File: src/rtl/sobel_edge_magnitude_top_defines.svh
// Assertion macros shared by the Sobel edge magnitude RTL.
`ifndef SOBEL_EDGE_MAGNITUDE_TOP_DEFINES_SVH
`define SOBEL_EDGE_MAGNITUDE_TOP_DEFINES_SVH

// Check that cons holds in the same cycle as ante.
`define SEM_ASSERT_NOW(label, ante, cons, msg) \
   label: assert property (@(posedge clock) disable iff (reset) (ante) |-> (cons)) \
      else $error(msg);

// Check that cons holds in the cycle after ante.
`define SEM_ASSERT_NEXT(label, ante, cons, msg) \
   label: assert property (@(posedge clock) disable iff (reset) (ante) |=> (cons)) \
      else $error(msg);

`endif

File: src/rtl/sem_pkg.sv
// Shared types and constants of the Sobel edge magnitude block.
package sem_pkg;

   // Register map: byte address 4*index
   localparam int          CSR_AW     = 4;
   localparam logic [1:0]  REG_WIDTH  = 2'd0;
   localparam logic [1:0]  REG_HEIGHT = 2'd1;
   localparam logic [1:0]  REG_EUCLID = 2'd2;

   localparam logic [10:0] WIDTH_RESET  = 11'd640;
   localparam logic [15:0] HEIGHT_RESET = 16'd480;
   localparam logic [10:0] WIDTH_MIN    = 11'd3;
   localparam logic [15:0] HEIGHT_MIN   = 16'd3;
   localparam logic [7:0]  MAG_MAX      = 8'd255;

   // One entry of the line store: the two rows above a column
   typedef struct packed {
      logic [7:0] two_above;
      logic [7:0] above;
   } line_word_type;

   // Bookkeeping that travels with an item down the pipeline
   typedef struct packed {
      logic        emit;
      logic        zero;
      logic [15:0] row;
      logic [9:0]  col;
      logic        done;
   } meta_type;

endpackage

File: src/rtl/sem_window.sv
// 3x3 pixel window and the absolute Sobel gradients taken from it.
module sem_window import sem_pkg::*; (
   input  logic       clock,
   input  logic       reset,
   input  logic       adv,
   input  logic       shift_en,
   input  logic [7:0] col_top,
   input  logic [7:0] col_mid,
   input  logic [7:0] col_bot,
   input  meta_type   meta_in,
   output logic [9:0] ax,
   output logic [9:0] ay,
   output meta_type   meta_out
);

   logic [7:0] win_ff [9];
   meta_type   meta2_ff;
   meta_type   meta3_ff;
   logic [9:0] ax_ff;
   logic [9:0] ay_ff;
   logic [9:0] px;
   logic [9:0] nx;
   logic [9:0] py;
   logic [9:0] ny;

   // Shift the window left and insert the new right column
   always_ff @(posedge clock) begin
      if (reset) begin
         for (int i = 0; i < 9; i++) begin
            win_ff[i] <= '0;
         end
      end else if (shift_en) begin
         win_ff[0] <= win_ff[1];
         win_ff[1] <= win_ff[2];
         win_ff[2] <= col_top;
         win_ff[3] <= win_ff[4];
         win_ff[4] <= win_ff[5];
         win_ff[5] <= col_mid;
         win_ff[6] <= win_ff[7];
         win_ff[7] <= win_ff[8];
         win_ff[8] <= col_bot;
      end
   end

   // Kernel sums: right minus left column, bottom minus top row
   always_comb begin
      px = {2'b00, win_ff[2]} + {1'b0, win_ff[5], 1'b0} + {2'b00, win_ff[8]};
      nx = {2'b00, win_ff[0]} + {1'b0, win_ff[3], 1'b0} + {2'b00, win_ff[6]};
      py = {2'b00, win_ff[6]} + {1'b0, win_ff[7], 1'b0} + {2'b00, win_ff[8]};
      ny = {2'b00, win_ff[0]} + {1'b0, win_ff[1], 1'b0} + {2'b00, win_ff[2]};
   end

   // Advance item tags
   always_ff @(posedge clock) begin
      if (reset) begin
         meta2_ff <= '0;
         meta3_ff <= '0;
      end else if (adv) begin
         meta2_ff <= meta_in;
         meta3_ff <= meta2_ff;
      end
   end

   // Register absolute differences
   always_ff @(posedge clock) begin
      if (adv) begin
         ax_ff <= (px >= nx) ? px - nx : nx - px;
         ay_ff <= (py >= ny) ? py - ny : ny - py;
      end
   end

   assign ax       = ax_ff;
   assign ay       = ay_ff;
   assign meta_out = meta3_ff;

endmodule

File: config.mk
export PLATFORM = sky130hd
export DESIGN_NAME = sem_window
export DESIGN_NICKNAME = d
export VERILOG_FILES = /design/src/rtl/sobel_edge_magnitude_top_defines.svh /design/src/rtl/sem_pkg.sv /design/src/rtl/sem_window.sv
export SDC_FILE = /design/constraint.sdc
export NUM_CORES = 1
export LEC_CHECK = 0
export BUFFER_PORTS_ARGS = -buffer_cell sky130_fd_sc_hd__buf_2
export CORE_MARGIN = 3
export CORE_UTILIZATION = 60
export CTS_BUF_LIST = sky130_fd_sc_hd__clkbuf_4
export CTS_CLUSTER_DIAMETER = 50
export CTS_CLUSTER_SIZE = 12
export DETAILED_ROUTE_END_ITERATION = 8
export GPL_ROUTABILITY_DRIVEN = 0
export PLACE_DENSITY = 0.81
export SETUP_SLACK_MARGIN = 0.5
export SYNTH_ARGS = -nofsm -noshare
export SYNTH_HDL_FRONTEND = slang
export SYNTH_SLANG_ARGS = --single-unit
File: constraint.sdc
create_clock -name clock -period 5.08 [get_ports clock]
set_input_delay 0.508 -clock clock [delete_from_list [all_inputs] [get_ports clock]]
set_output_delay 0.508 -clock clock [all_outputs]
set_load 0.03 [all_outputs]
# Word-level counts from Yosys, hierarchy flattened
# Memory sizes are Yosys's and may differ from the RTL's.
# Cells that the tools add are included.
# W data, S select, Z words.
# op_classes
n_reduce_logical,0
n_lt_le_gt_ge,2
mux,16
add_sub_neg,12
n_div,0
eq_ne,0
bitwise_logic,9
shifts,0
multipliers,0
# op_table
op,count
$mux W8,9
$add A10 B8 Y10,4
$add A8 B9 Y10,4
$sub A10 B10 Y10,4
$ge A10 B10 Y1,2
$mux W10,2
$or A1 B1 Y1,9
$mux W1,5
# totals
out_inout_bits,49
mem_bits_rw,72
memories,1
register_bits,78
inputBits,57
latchBits,0
mem_bits_ro,0
word_cells,52
# mem_list
name,words,width,read_ports,rd_clocked_by_memory_dff,write_ports,line,source
win_ff,9,8,9,0,9,sem_window.sv:16,logic [7:0] win_ff [9];

# Depth between registers and ports, before layout
# logic_depth
ltp_word,4
depth_mapped,20
depth_no_buf,19

# Worst setup path before layout
# OpenSTA, ideal clock, no wires.
# synth_path
path_type,reg-to-reg
startpoint,mem win_ff[2][1] (netlist: win_ff[0][17])
endpoint,"reg ax_ff[2] (netlist: ax[2]), data pin"
synth_period_minus_slack_ns,4.097
arrival_ns,3.838
n_path_buf,0
setup_time_ns,0.259
stages_incl_launch_ff,18
setup_slack_ns,0.983
required_time_ns,4.821
cell_sequence,edfxtp_1 -> inv_1 -> fa_1 -> inv_1 -> ha_1 -> fa_1 -> a21o_1 -> a21oi_1 -> o21ai_0 -> a21oi_1 -> xnor2_1 -> ha_1 -> a21o_1 -> a211oi_2 -> or2b_1 -> o221ai_2 -> mux2_2 -> xnor2_1
# synth_lines
element,line,source
from (decl),sem_window.sv:16,
to (signal assigned),sem_window.sv:67,ax_ff <= (px >= nx) ? px - nx : nx - px;
to (decl),sem_window.sv:19,logic [9:0] ax_ff;

==> flow_metrics.py <==
metrics = {
    "route": {
        "drtPass1Iterations": 6,
        "drt-wirelength-per-cell_um": 16.17,
        "wl_um": 17430,
        "drc_errors": 0,
        "met2_length_um": 8475,
        "met3_length_um": 1154,
        "met1_length_um": 7355,
        "via_count": 5940,
        "antenna_left": 0,
        "viasPerCell": 5.510,
        "drt_iter0_markers": 368,
        "top_layer_used": "met4",
    },
    "worst_setup_path": {
        "cp_num_buf_inv": 2,
        "crit_required_ps": 5390,
        "critical_path_class": "flop to flop",
        "start_kind": "flop",
        "worstPathCellList": "inv_2 > fa_1 > inv_1 > ha_1 > fa_2 > a21o_1 > a21oi_2 > o21ai_0 > a21oi_1 > xnor2_1 > ha_2 > a21o_1 > a211oi_2 > o21ai_1 > o221ai_2 > mux2_2 > xnor2_1",
        "path_max_fanout": 3,
        "crit_family": "compound AO/OA/AOI/OAI gates",
        "cp-end-kind": "flop",
        "cp_slowest_stage_delay_ps": 520,
        "slowest_stage": "fa_1",
        "crit_arrival_ps": 4750,
    },
    "global_route": {
        "grtUsageTotal_pct": 22.29,
        "grt_pass1_wl_um": 28990,
        "grt_pass1_vias": 6108,
        "grt_antenna_before_repair": 0,
        "grt_max_degree": 73,
        "overflow": 0,
    },
    "finish": {
        "final_nets": 1052,
        "final_core_util_pct": 69.68,
        "layoutNonFillerInstCount": 1078,
        "drive_gt1_share_pct": 19.38,
        "fillers": 1066,
        "seqCellArea_um2": 3924,
        "area_growth_pct": 11.68,
        "n_antenna_cell": 0,
        "multiInputGateArea_um2": 4559,
    },
    "floorplan": {
        "io_pins": 106,
        "core_area_um2": 14150,
        "fp.dieH_um": 127.3,
        "die_area_um2": 16210,
        "start_util_pct": 62.39,
        "die_width_um": 127.3,
        "rows": 43,
    },
    "synthesis": {
        "synth_area_leader_cell": "edfxtp_1",
        "netlist_top_cells_area": "edfxtp_1 31%, dfxtp_1 13%, ha_1 10%",
        "synth_edf_count": 92,
        "synthesis.area_um2": 8828,
        "synth.most_common_cell": "edfxtp_1",
        "synth_cells": 778,
        "synth_fp_nets": 945,
        "synth_top_area_share_pct": 31.29,
        "yosys-top-cells-count": "92 x edfxtp_1, 74 x ha_1, 72 x and2_1, 72 x mux2i_1, 66 x inv_1",
        "syn_avg_cell_area_um2": 11.35,
        "synth.distinct_cells": 50,
        "yosys_register_bits": 150,
        "synthArstFlopShare_pct": 0,
        "synthFlopType": "edfxtp_1",
        "ys_warn_count": 0,
        "ys_seq_area_share_pct": 44.44,
    },
    "sta": {
        "hold_viol_final": 0,
        "fin_crit_sh_pct": 87.44,
        "tightestPinTransition_ps": 1158,
        "finClkSkew_ps": 22.27,
        "timing.slew.headroom_pct": 22.63,
        "timing.fmax_mhz": 225.1,
        "setup_violations": 0,
        "period_minus_slack_ps": 4442,
        "slew_violations": 0,
        "rsz0062_at_grt": "true",
        "setup_tns_ps": 0,
    },
    "worst_hold_path": {
        "min_path_type": "input port to flop",
    },
    "pwr": {
        "p_leak_uw": 0.004748,
        "cellPowerDensity_nw_per_um2": 492.1,
        "swShare_pct": 40.13,
        "clock_power_share_pct": 15.9,
        "p_seq_share_pct": 32.9,
        "peakVddDrop_uv": 231.8,
        "power_switching_uw": 1947,
        "p_int_uw": 2905,
        "p_total_uw": 4852,
        "combPwrFrac_pct": 51.2,
    },
    "run_status": {
        "status": "finished clean",
    },
    "placement": {
        "place_inst": 1038,
        "port_buffers": 105,
        "hpwl_um": 12660,
    },
    "cts": {
        "cts_tree": "yes",
        "path_clk_slew_ps": 140,
        "clock_path_buffers": 2,
        "h-tree-depth": 4,
        "ctsHoldBuffers": 0,
        "cts_root_buf": "clkbuf_4",
        "clk_latency_ps": 560,
        "cts.sinks": 150,
        "cts_buffers": 17,
    },
    "flow_run": {
        "cap_violations": 0,
    },
}
power groups by stage:
| stage | Sequential [uW] | Combinational (uW) | Clock (uW) |
|---|---|---|---|
| after global placement | 1620 | 2220 | 0 |
| after floorplan | 1800 | 1700 | 0 |
| final | 1600 | 2480 | 772 |
| after CTS | 1600 | 2360 | 789 |
| after global routing | 1610 | 2730 | 836 |
| after detailed placement | 1630 | 2320 | 0 |
sequential cells by signal (all words and copies together) (netlist names):
name      cells
meta_out     29
ay           10
ax           10
win_ff       72
meta2_ff     29
area by class of cell:
| type | instances | area share, % |
|---|---|---|
| well taps | 180 | 2.284 |
| clock inverters | 13 | 1.447 |
| clock buffers | 19 | 1.447 |
| inverters | 66 | 2.513 |
| repair buffers | 116 | 6.269 |
| multi-input cells | 534 | 46.24 |
| flip-flops and latches | 150 | 39.80 |
worst min-delay path: cells and delay by family:
| kind | cells | cell delay, ps |
|---|---|---|
| AND/OR/NAND/NOR | 1 | 70 |
| buffers and inverters | 1 | 70 |
| multiplexers | 1 | 60 |
cells in the final DEF, fill, tap and decap left out, types with 3 or more instances in the layout:
master / count
buf_2: 104
edfxtp_1: 92
and2_1: 72
ha_1: 72
mux2i_1: 71
inv_1: 63
nor2_1: 63
dfxtp_1: 58
fa_1: 35
a21oi_1: 32
a21o_1: 23
xnor2_1: 23
o21ai_0: 23
xor2_1: 22
nand2_1: 20
clkbuf_4: 19
buf_4: 10
nand2b_1: 9
nor2b_1: 8
a31oi_1: 8
o211ai_1: 5
nand3_1: 5
inv_6: 4
a21oi_2: 3
inv_2: 3
or2_2: 3
clkinv_4: 3
final timing paths:
check / start / slack, ps / cells after the start / endpoint
hold / removal: meta_in[26] / 180 / 3 / meta2_ff[26]$_SDFFE_PP0P_
hold reg to reg: meta_out[17]$_SDFFE_PP0P_ / 510 / 2 / meta_out[17]$_SDFFE_PP0P_
setup reg to reg: win_ff[0][17]$_SDFFCE_PN0P_ / 640 / 17 / ax[2]$_DFFE_PP_
setup / recovery: win_ff[0][17]$_SDFFCE_PN0P_ / 640 / 17 / ax[2]$_DFFE_PP_
cell families after synthesis:
| family | count (synthesis) | share of synthesized area [%] |
|---|---|---|
| and+or+nand+nor | 191 | 11.38 |
| DFF | 150 | 44.44 |
| AOI/OAI and AO/OA | 114 | 8.319 |
| adders and majority gates | 110 | 18.65 |
| buffers and inverters | 94 | 4.322 |
| muxes | 74 | 8.418 |
| xor gates and xnor gates | 45 | 4.464 |
per-layer routing:
layer	track usage (%)	vias up
met2	37.29	187
met5	0	-
met1	27.22	2832
met4	8.707	0
li1	-	2881
met3	6.605	40
metrics by stage:
step | hold WS [ps] | setup WS (ps) | cell area [um2]
6_report | 178.9 | 638.2 | 9859
4_1_cts | 127.7 | 487.8 | 9777
3_3_place_gp | 469.3 | 646.7 | 9478
3_5_place_dp | 476.9 | 347.9 | 9478
5_1_grt | 141.9 | 478.9 | 9859
2_1_floorplan | 460.1 | 982.7 | 8828
timing repair:
item / 4_1_cts / 5_1_grt
gates resized for setup: 2 / 12
buffers inserted: 1 / 7
endpoints found under the setup margin: 5 / 16
pin swaps: 2 / 8
endpoints found under the hold margin: 0 / 0
No activity file was read; power rests on OpenSTA's default activity.
