$ cat src/rtl/sobel_edge_magnitude_top_defines.svh
// Assertion macros shared by the Sobel edge magnitude RTL.
`ifndef SOBEL_EDGE_MAGNITUDE_TOP_DEFINES_SVH
`define SOBEL_EDGE_MAGNITUDE_TOP_DEFINES_SVH

// Check that cons holds in the same cycle as ante.
`define SEM_ASSERT_NOW(label, ante, cons, msg) \
   label: assert property (@(posedge clock) disable iff (reset) (ante) |-> (cons)) \
      else $error(msg);

// Check that cons holds in the cycle after ante.
`define SEM_ASSERT_NEXT(label, ante, cons, msg) \
   label: assert property (@(posedge clock) disable iff (reset) (ante) |=> (cons)) \
      else $error(msg);

`endif

$ cat src/rtl/sem_pkg.sv
// Shared types and constants of the Sobel edge magnitude block.
package sem_pkg;

   // Register map: byte address 4*index
   localparam int          CSR_AW     = 4;
   localparam logic [1:0]  REG_WIDTH  = 2'd0;
   localparam logic [1:0]  REG_HEIGHT = 2'd1;
   localparam logic [1:0]  REG_EUCLID = 2'd2;

   localparam logic [10:0] WIDTH_RESET  = 11'd640;
   localparam logic [15:0] HEIGHT_RESET = 16'd480;
   localparam logic [10:0] WIDTH_MIN    = 11'd3;
   localparam logic [15:0] HEIGHT_MIN   = 16'd3;
   localparam logic [7:0]  MAG_MAX      = 8'd255;

   // One entry of the line store: the two rows above a column
   typedef struct packed {
      logic [7:0] two_above;
      logic [7:0] above;
   } line_word_type;

   // Bookkeeping that travels with an item down the pipeline
   typedef struct packed {
      logic        emit;
      logic        zero;
      logic [15:0] row;
      logic [9:0]  col;
      logic        done;
   } meta_type;

endpackage

$ cat src/rtl/sem_magnitude.sv
// Magnitude unit: L1 sum or pipelined floor square root, clamped to 8 bits.
module sem_magnitude import sem_pkg::*; (
   input  logic       clock,
   input  logic       reset,
   input  logic       adv,
   input  logic       use_euclid,
   input  logic [9:0] ax,
   input  logic [9:0] ay,
   input  meta_type   meta_in,
   output logic [7:0] mag,
   output meta_type   meta_out
);

   localparam int STEPS = 8;

   logic [19:0] sqx_ff;
   logic [19:0] sqy_ff;
   logic [10:0] l1_sum_ff;
   meta_type    meta4_ff;
   logic [20:0] sq_sum;

   logic [15:0] rad_ff  [STEPS+1];
   logic [8:0]  rem_ff  [STEPS+1];
   logic [7:0]  root_ff [STEPS+1];
   logic        sat_ff  [STEPS+1];
   logic [7:0]  l1_ff   [STEPS+1];
   meta_type    meta_ff [STEPS+1];

   // Square both gradients and form the L1 sum
   always_ff @(posedge clock) begin
      if (reset) begin
         meta4_ff <= '0;
      end else if (adv) begin
         meta4_ff <= meta_in;
      end
   end

   always_ff @(posedge clock) begin
      if (adv) begin
         sqx_ff    <= 20'(ax) * 20'(ax);
         sqy_ff    <= 20'(ay) * 20'(ay);
         l1_sum_ff <= {1'b0, ax} + {1'b0, ay};
      end
   end

   assign sq_sum = {1'b0, sqx_ff} + {1'b0, sqy_ff};

   // Add squares; a sum of 65536 or more saturates the root
   always_ff @(posedge clock) begin
      if (reset) begin
         meta_ff[0] <= '0;
      end else if (adv) begin
         meta_ff[0] <= meta4_ff;
      end
   end

   always_ff @(posedge clock) begin
      if (adv) begin
         rad_ff[0]  <= sq_sum[15:0];
         sat_ff[0]  <= |sq_sum[20:16];
         rem_ff[0]  <= '0;
         root_ff[0] <= '0;
         l1_ff[0]   <= (l1_sum_ff > 11'(MAG_MAX)) ? MAG_MAX : l1_sum_ff[7:0];
      end
   end

   // One root bit per stage, radicand taken two bits at a time
   for (genvar k = 0; k < STEPS; k++) begin : g_sqrt
      logic [10:0] rem_sh;
      logic [10:0] trial;
      logic [10:0] diff;
      logic        fit;

      always_comb begin
         rem_sh = {rem_ff[k], rad_ff[k][15:14]};
         trial  = {1'b0, root_ff[k], 2'b01};
         fit    = rem_sh >= trial;
         diff   = rem_sh - trial;
      end

      always_ff @(posedge clock) begin
         if (reset) begin
            meta_ff[k+1] <= '0;
         end else if (adv) begin
            meta_ff[k+1] <= meta_ff[k];
         end
      end

      always_ff @(posedge clock) begin
         if (adv) begin
            rad_ff[k+1]  <= {rad_ff[k][13:0], 2'b00};
            rem_ff[k+1]  <= fit ? diff[8:0] : rem_sh[8:0];
            root_ff[k+1] <= {root_ff[k][6:0], fit};
            sat_ff[k+1]  <= sat_ff[k];
            l1_ff[k+1]   <= l1_ff[k];
         end
      end
   end

   // Select the magnitude; border centres give zero
   always_comb begin
      if (meta_ff[STEPS].zero) begin
         mag = '0;
      end else if (use_euclid) begin
         mag = sat_ff[STEPS] ? MAG_MAX : root_ff[STEPS];
      end else begin
         mag = l1_ff[STEPS];
      end
   end

   assign meta_out = meta_ff[STEPS];

endmodule
$ cat config.mk
export PLATFORM = sky130hd
export DESIGN_NAME = sem_magnitude
export DESIGN_NICKNAME = d
export VERILOG_FILES = /design/src/rtl/sobel_edge_magnitude_top_defines.svh /design/src/rtl/sem_pkg.sv /design/src/rtl/sem_magnitude.sv
export SDC_FILE = /design/constraint.sdc
export NUM_CORES = 1
export LEC_CHECK = 0
export ABC_CLOCK_PERIOD_IN_PS = 9300
export BUFFER_PORTS_ARGS = -buffer_cell sky130_fd_sc_hd__clkbuf_2
export CORE_MARGIN = 2
export CORE_UTILIZATION = 62
export CTS_CLUSTER_DIAMETER = 30
export DETAILED_ROUTE_END_ITERATION = 6
export MAX_ROUTING_LAYER = met4
export PLACE_DENSITY_LB_ADDON = 0.1
export SYNTH_ARGS = -nofsm -noshare
export SYNTH_HDL_FRONTEND = slang
export SYNTH_SLANG_ARGS = --single-unit
$ cat constraint.sdc
create_clock -name clock -period 9.3 [get_ports clock]
set_input_delay 1.86 -clock clock [delete_from_list [all_inputs] [get_ports clock]]
set_output_delay 1.86 -clock clock [all_outputs]
set_load 0.005 [all_outputs]
## Word level (Yosys, flattened, before mapping)

Memories as Yosys holds them, arrays and structs flattened.
Index checks and enable logic that the tools add are counted.

- Register bits: 80
- Memory bits (writable): 639
- Output and inout bits: 37
- Logic and storage cells: 72
- Memories kept: 6

- $add $sub $neg: 10
- Multipliers: 2
- $lt $le $gt $ge: 9
- Mux-type cells: 27
- Bitwise operators: 9
- Reduce and logical (&&, ||, !) cells: 1

Memory list:

| name | words | bits a word | rd ports | clocked after memory_dff | write ports | RTL line | source |
|---|---|---|---|---|---|---|---|
| meta_ff | 9 | 29 | 9 | 0 | 9 | sem_magnitude.sv:27 | `meta_type meta_ff [STEPS+1];` |
| rad_ff | 9 | 16 | 8 | 0 | 9 | sem_magnitude.sv:22 | `logic [15:0] rad_ff [STEPS+1];` |
| rem_ff | 9 | 9 | 8 | 0 | 9 | sem_magnitude.sv:23 | `logic [8:0] rem_ff [STEPS+1];` |
| l1_ff | 9 | 8 | 9 | 0 | 9 | sem_magnitude.sv:26 | `logic [7:0] l1_ff [STEPS+1];` |
| root_ff | 9 | 8 | 9 | 0 | 9 | sem_magnitude.sv:24 | `logic [7:0] root_ff [STEPS+1];` |
| sat_ff | 9 | 1 | 9 | 0 | 9 | sem_magnitude.sv:25 | `logic sat_ff [STEPS+1];` |

Operators with widths:

| operator | number |
|---|---|
| two-way mux 29 bit | 9 |
| >= comparator 11 x 10 -> 1 bit | 8 |
| two-way mux 9 bit | 8 |
| subtractor 9 bit | 8 |
| multiplier 10 x 10 -> 20 bit | 2 |
| two-way mux 8 bit | 4 |
| adder 20 x 20 -> 21 bit | 1 |
| adder 10 x 10 -> 11 bit | 1 |
| greater-than comparator 11 x 8 -> 1 bit, second input constant | 1 |
| OR 1 bit | 9 |
| two-way mux 1 bit | 6 |
| OR reduction 5 bit | 1 |

## Longest topological paths before layout

Gate-level depths: netlist of run 1.

- Depth after elaboration: 4
- Depth in mapped cells: 20

## Worst setup path before layout of run 1

Ideal clock, no wire load.

- Kind: input port to flip-flop
- From: input port ay[7]
- To: register sqy_ff[19], data pin
- Setup time: 267 ps
- Data arrival time: 6754 ps
- Data required time: 9033 ps
- Slack: 2279 ps
- Stages on the path: 20
- Buffers on the path: 1
- Cell sequence: clkbuf_1 -> inv_1 -> nor2_1 -> fa_1 -> fa_1 -> inv_1 -> fa_1 -> inv_1 -> fa_1 -> inv_1 -> fa_1 -> inv_1 -> ha_1 -> and2_1 -> a22o_1 -> a211oi_1 -> o21ai_0 -> a221o_1 -> a21oi_1 -> a311oi_1

- Word-level cells in the longest chain between the ends: 1

RTL lines:

| item | RTL line | source |
|---|---|---|
| from (decl) | sem_magnitude.sv:8 | `input logic [9:0] ay,` |
| multiplier 10 x 10 -> 20 bit | sem_magnitude.sv:41 | `sqy_ff <= 20'(ay) * 20'(ay);` |
| to (signal assigned) | sem_magnitude.sv:41 |  |
| to (decl) | sem_magnitude.sv:17 | `logic [19:0] sqy_ff;` |

No other way between the ends.
A chain may end at the register's enable or synchronous reset.

## Final worst setup path of run 1

- From: input port ay[1]
- To: register sqy_ff[19], data pin

Same word-level chain as after synthesis.

==> reports/summary.txt, run 1 <==
status -> complete, no violations
Detailed Routing Iterations Pass 1 -> 5
cells on worst reg2reg path -> 8
top cell type by total area after synthesis -> edfxtp_1
Yosys warning total -> 0
required time of the worst setup path -> 9.65 ns
number of hold buffers added after cts -> 0
DR vias/cell -> 5.17
syn avg cell area -> 13.8 µm²
PortBufs -> 89
final wirelength -> 43400 µm
ys async rst share -> 0
Syn Std Cell Area -> 27900 µm²
Die X -> 216 µm
largest net degree at the start of global routing -> 210
final instance area -> 32500 µm²
Worst-path clk slew -> 0.05 ns
Worst Setup Start Kind -> primary input
HP Class -> flip-flop to flip-flop
count of different cell masters after synthesis -> 61
Net count, final -> 2461
Synth Area in Adders -> 0.141
synthesis-stage register bit count -> 585
minimum clock period -> 6.73 ns
Gate Count Post-Synth -> 2017
fin crit share -> 0.724
Initial DRC Count -> 904
Final setup viols -> 0
largest cells by area after synthesis -> edfxtp_1 60%, ha_1 7.3%, and2_1 7.0%
Vias -> 14600
P&R area growth vs syn -> 16.4%
fin. max-slew vios -> 0
total chip power -> 9.38 mW
Syn Nets -> 2327
GRT Total Usage -> 0.202
post-synthesis mux area share -> 0.0136
TNS Setup -> 0 ns
slew of the pin with the lowest slew margin -> 1.15 ns
die area -> 46700 µm²
ratio of cells with drive above 1 in the final layout -> 0.122
Primary FF master, synth -> edfxtp_1
global route overflow -> 0
Final Hold Vio Count -> 0
htree depth -> 3
vias in the first global route -> 15100
Placed Instances -> 2639
crit end category -> flip-flop
Area after DPL -> 28900 µm²
simple-gate portion of the synthesized area -> 0.119
DRC viols -> 0
placer congestion estimate -> 0.868
sequential-to-total area share from yosys stat -> 0.620
crit path max fanout -> 13
CORE AREA -> 44300 µm²
maxcap violations -> 0
RSZ-0062 raised after global routing -> no
initial antenna violation count -> 0
Pleak -> 13.7 nW
Compound-Gate Fraction of Synth Area -> 0.0448
Crit path arrival time -> 7.08 ns
# resized after CTS -> 0
worst clock skew -> 0.0191 ns
PD cells -> 289 nW/µm²
I/O pin total -> 90
cts bufs inserted -> 102
Post-CTS Setup Bufs -> 0
Initial Utilization -> 0.629
clock buffer depth -> 3
Antenna Cells -> 0
first-pass GRT wire length -> 73600 µm
clk_lat worst skew -> 0.62 ns
CTS tree -> yes
post-synth top area share -> 0.599
post-route ant nets -> 0
WS Path Type -> primary input to flip-flop
Final Non-Filler Cells -> 2830
drt wl/cell -> 15.3 µm
dpl hpwl -> 28500 µm
hold depth -> 0
number of synthesized flops with an enable pin -> 556
maximum clock frequency -> 0.148 GHz
root buf cell -> clkbuf_16
slew margin rel. -> 0.233
post-synthesis xor/xnor area fraction -> 0.0280
Peak VDD IR -> 163 µV
Die H -> 216 µm
largest family of logic cells by synthesized area -> adder cells
total clock sinks -> 585
num rows -> 77
cell usage after synthesis (all sizes together), types with 3 or more instances:
master    n
nor3     19
nand2b   20
xnor2    60
nor2     90
and2    313
a21oi    62
mux2i    30
a21o     24
nor4      4
edfxtp  556
or2       8
nand4     5
nand3b    3
a211oi    5
dfxtp    29
a31oi     7
o21bai    6
o21ai    43
o22ai     9
fa       95
or3       4
nand3    12
a221o     3
nor2b    16
nand2    77
or4       3
inv     188
ha      162
and4      3
xor2     29
mux2      7
nand4b    7
o31ai     4
a21boi    3
and3      9
clkbuf   63
o21a     15
worst max-delay path, stage by stage:
cell and delay, ns:
clkbuf_2 0.26, inv_1 0.15, nor2_1 0.21, fa_1 0.45
fa_1 0.51, inv_1 0.05, fa_1 0.47, inv_1 0.05
fa_1 0.52, inv_1 0.05, fa_1 0.53, inv_1 0.05
ha_1 0.36, and2_1 0.20, a22o_1 0.21, a211oi_1 0.40
o21ai_0 0.15, a221o_1 0.38, a21oi_1 0.15, a311oi_1 0.06
path summary, 6_finish.rpt:
kind / startpoint / end / slack, ns
worst max-delay path: ay[1] / sqy_ff[19] / 2.57
worst max register to register: rem_ff[0][54] / rem_ff[0][71] / 6.41
worst min register to register: sat_ff[0][0] / sat_ff[0][1] / 0.41
worst min-delay path: sat_ff[0][0] / sat_ff[0][1] / 0.41
power by group:
part           switching [mW]  internal, mW
Combinational            1.21         0.923
Sequential              0.127          3.38
Clock                    1.20          2.52
sequential cells by signal, summed over array words and instances (netlist names), 19 cells and up:
register,count
l1_ff,72
sqy_ff,19
rem_ff,57
meta4_ff,29
root_ff,36
sqx_ff,19
meta_ff,261
rad_ff,72
cells by family after synthesis:
kind of cell	count (synthesis)
DFF	585
and+or+nand+nor	596
other	1
AOI/OAI and AO/OA	199
adders and majority gates	257
buffers and inverters	253
muxes	37
xor gates and xnor gates	89
cells in the final DEF (no fill, tap or decap), drive strengths merged, types with 19 or more instances in the layout:
cell type,count
a21o,24
a21oi,62
and2,313
clkbuf,207
clkinv,41
dfxtp,29
edfxtp,556
fa,95
ha,162
inv,194
mux2i,30
nand2,77
nand2b,20
nor2,90
nor3,19
o21ai,43
xnor2,60
xor2,29
cell type report:
| cell class | instances | area (µm²) |
|---|---|---|
| clock inverter | 72 | 851 |
| clock buffer | 119 | 2710 |
| timing repair buffer | 95 | 513 |
| fill | 2754 | 11900 |
| tap | 592 | 741 |
| multi-input combinational | 1179 | 9660 |
| inverter | 188 | 706 |
| sequential | 585 | 17300 |
metrics by stage:
stage / hold WS (ns) / util / worst slack [ns]
detailed placement: 0.405 / 0.652 / 1.95
floorplan: 0.400 / - / 2.28
finish: 0.408 / 0.732 / 2.57
CTS: 0.405 / 0.732 / 2.62
global route: 0.415 / 0.732 / 2.25
global placement: 0.401 / 0.652 / 2.04
routing by layer:
layer  part of all wire  vias up  track usage
met2               0.49      249        0.323
met3              0.035       76       0.0345
met5                  0        -            -
met4              0.024        0       0.0783
li1                   -     7316            -
met1               0.45     6981        0.261
(Power assumes the default switching activity.)
==> inputs of run 2 (changes only) <==
Settings changed: ABC_CLOCK_PERIOD_IN_PS 9300 to 6250.
Clock period 9.3 ns to 6.25 ns, I/O delays scaled along.
==> run 2 against run 1 <==
Against the previous run:
- design area is 0.62% higher
- clock power is 47% higher
- worst hold slack hardly changed
- first-iteration DRC count is 4.1% higher
- non-clock buffer count is 29 higher
- clock skew is 0.0086 ns lower
- flip-flop and latch count stayed put
- sequential power is 49% higher
- power is 49% higher
- wire length is 1.8% higher
- largest cell class unchanged
==> reports/summary.txt, run 2 (synthesis results as in run 1) <==
global route overflow -> 0 (unchanged)
crit path max fanout -> 6 (-7)
Final setup viols -> 0 (unchanged)
slowest stage delay, CP -> 0.56 ns (+0.03 ns)
status -> complete, no violations
Layout Utilization -> 0.737 (+0.00452)
Antenna Cells -> 0 (unchanged)
PD cells -> 428 nW/µm² (+48%)
maximum clock frequency -> 0.175 GHz
Pleak -> 13.9 nW (+0.96%)
hold_ws -> 0.408 ns (+0.000384 ns)
Worst Setup SP -> ax[1]
Post-CTS Setup Bufs -> 0 (unchanged)
largest net degree at the start of global routing -> 254 (+21%)
clock power share -> 0.394 (-0.004)
slew margin rel. -> 0.205 (-0.0277)
# resized after CTS -> 0 (unchanged)
I/O pin total -> 90 (unchanged)
Area after DPL -> 29200 µm² (+0.90%)
total chip power -> 14.0 mW (+49%)
placer congestion estimate -> 0.870 (+0.22%)
required time of the worst setup path -> 6.61 ns (-3.04 ns)
Die X -> 216 µm (unchanged)
NetSw -> 3.83 mW (+51%)
Final Hold Vio Count -> 0 (unchanged)
clk_lat worst skew -> 0.61 ns (about the same)
cts bufs inserted -> 103 (+0.98%)
Initial DRC Count -> 941 (+4.1%)
dpl hpwl -> 28800 µm (+1.0%)
post-route ant nets -> 0 (unchanged)
Logic pwr share -> 0.233 (+0.005)
DR vias/cell -> 5.15 (-0.28%)
initial antenna violation count -> 0 (unchanged)
num rows -> 77 (unchanged)
Seq pwr share -> 0.374 (about the same)
Detailed Routing Iterations Pass 1 -> 7 (+2)
slew of the pin with the lowest slew margin -> 1.19 ns (+0.0415 ns)
Crit path top cell by count -> fa_1
total clock sinks -> 585 (unchanged)
drt wl/cell -> 15.5 µm (+0.86%)
hold_sp -> rad_ff[0][42]
CTS tree -> yes
first-pass GRT wire length -> 74800 µm (+1.6%)
vias in the first global route -> 15600 (+3.1%)
Biggest register -> meta_ff
Initial Utilization -> 0.629 (unchanged)
most frequent cells in the layout -> 556 x edfxtp_1, 313 x and2_1, 188 x inv_1, 162 x ha_1, 106 x clkbuf_16
Peak VDD IR -> 241 µV (+48%)
CORE AREA -> 44300 µm² (unchanged)
minimum clock period -> 5.71 ns
Crit path arrival time -> 6.06 ns (-1.02 ns)
GRT Total Usage -> 0.205 (+0.00358)
reg-to-reg critical path startpoint -> sqx_ff[3]
fin. max-slew vios -> 0 (unchanged)
Vias -> 14700 (+0.64%)
Net count, final -> 2491 (+1.2%)
root buf cell -> clkbuf_16
final wirelength -> 44200 µm (+1.8%)
RSZ-0062 raised after global routing -> no
internal power -> 10.1 mW (+48%)
worst clock skew -> 0.0105 ns (-0.00864 ns)
Sw Share -> 0.275 (+0.00303)
critical-path cell list -> clkbuf_2 > nand2_1 > fa_1 > fa_1 > inv_1 > fa_1 > fa_1 > inv_1 > fa_1 > inv_1 > ha_1 > a21oi_1 > a2bb2oi_1 > o21ai_1 > or4b_1 > a31o_1 > a21oi_2 > xnor2_1
ratio of cells with drive above 1 in the final layout -> 0.139 (+0.0167)
largest delay contributor family on the critical path -> adder cells
Largest register FFs -> 261 (unchanged)
Buf/Inv on CP -> 4 (-2)
P&R area growth vs syn -> 17.1%
clock buffer depth -> 3 (unchanged)
DRC viols -> 0 (unchanged)
PortBufs -> 89 (unchanged)
HP Class -> flip-flop to flip-flop
Largest regs -> meta_ff (261), l1_ff (72), rad_ff (72)
final instance area -> 32700 µm² (+0.62%)
WS Path Type -> primary input to flip-flop
Crit-path slowest cell -> fa_1
fin crit share -> 0.913
Worst-path clk slew -> 0.05 ns (about the same)
Reg2Reg Setup Slack -> 3.25 ns (-3.16 ns)
Die H -> 216 µm (unchanged)
crit end category -> flip-flop
die area -> 46700 µm² (unchanged)
Worst Setup Start Kind -> primary input
number of hold buffers added after cts -> 0 (unchanged)
htree depth -> 3 (unchanged)
maxcap violations -> 0 (unchanged)
most common cell after layout, fill and taps aside -> edfxtp_1
## run 2: final timing paths
check	to	depth (start not counted)
worst max-delay path	sqx_ff[18]	18
worst min-delay path	rad_ff[0][60]	0
worst max register to register	sat_ff[0][0]	8
worst min register to register	rad_ff[0][60]	0
## run 2: metrics by stage
stage | worst slack, ns | TNS, ns | cells
after global placement | 0.0491 | 0 | 2668
final | 0.544 | 0 | 2856
after global routing | 0.354 | 0 | 2856
after detailed placement | -0.0613 | -0.0613 | 2668
after CTS | 0.580 | 0 | 2856
after floorplan | 0.0193 | 0 | 2017
## run 2: worst register-to-register path: stages, from the launching register on
cell	delay, ns
edfxtp_1	0.36
ha_1	0.35
a211oi_1	0.31
nor3_1	0.09
nand4b_1	0.34
or4_1	0.51
a31oi_1	0.38
o2bb2ai_1	0.17
nand4b_1	0.19
## run 2: area by class of cell
class                   instances  area [µm²]
flip-flops and latches        585       17300
fillers                      2785       11700
multi-input cells            1179        9670
clock buffers                 117        2700
clock inverters                71         797
repair buffers                124         768
well taps                     592         741
inverters                     188         706
## run 2: power groups by stage
stage	combinational (mW)	sequential [mW]	clock, mW
after CTS	3.26	5.22	5.60
after detailed placement	3.20	5.29	0
after global placement	3.09	5.26	0
after floorplan	2.42	5.22	0
final	3.25	5.22	5.50
after global routing	3.69	5.27	5.78
## run 2: layer usage
layer | wire [µm] | vias to the layer above | global-route usage
li1 | - | 7373 | -
met1 | 18900 | 6965 | 0.252
met2 | 22300 | 283 | 0.342
met3 | 1670 | 94 | 0.0347
met4 | 1260 | 0 | 0.0849
met5 | 0 | - | -
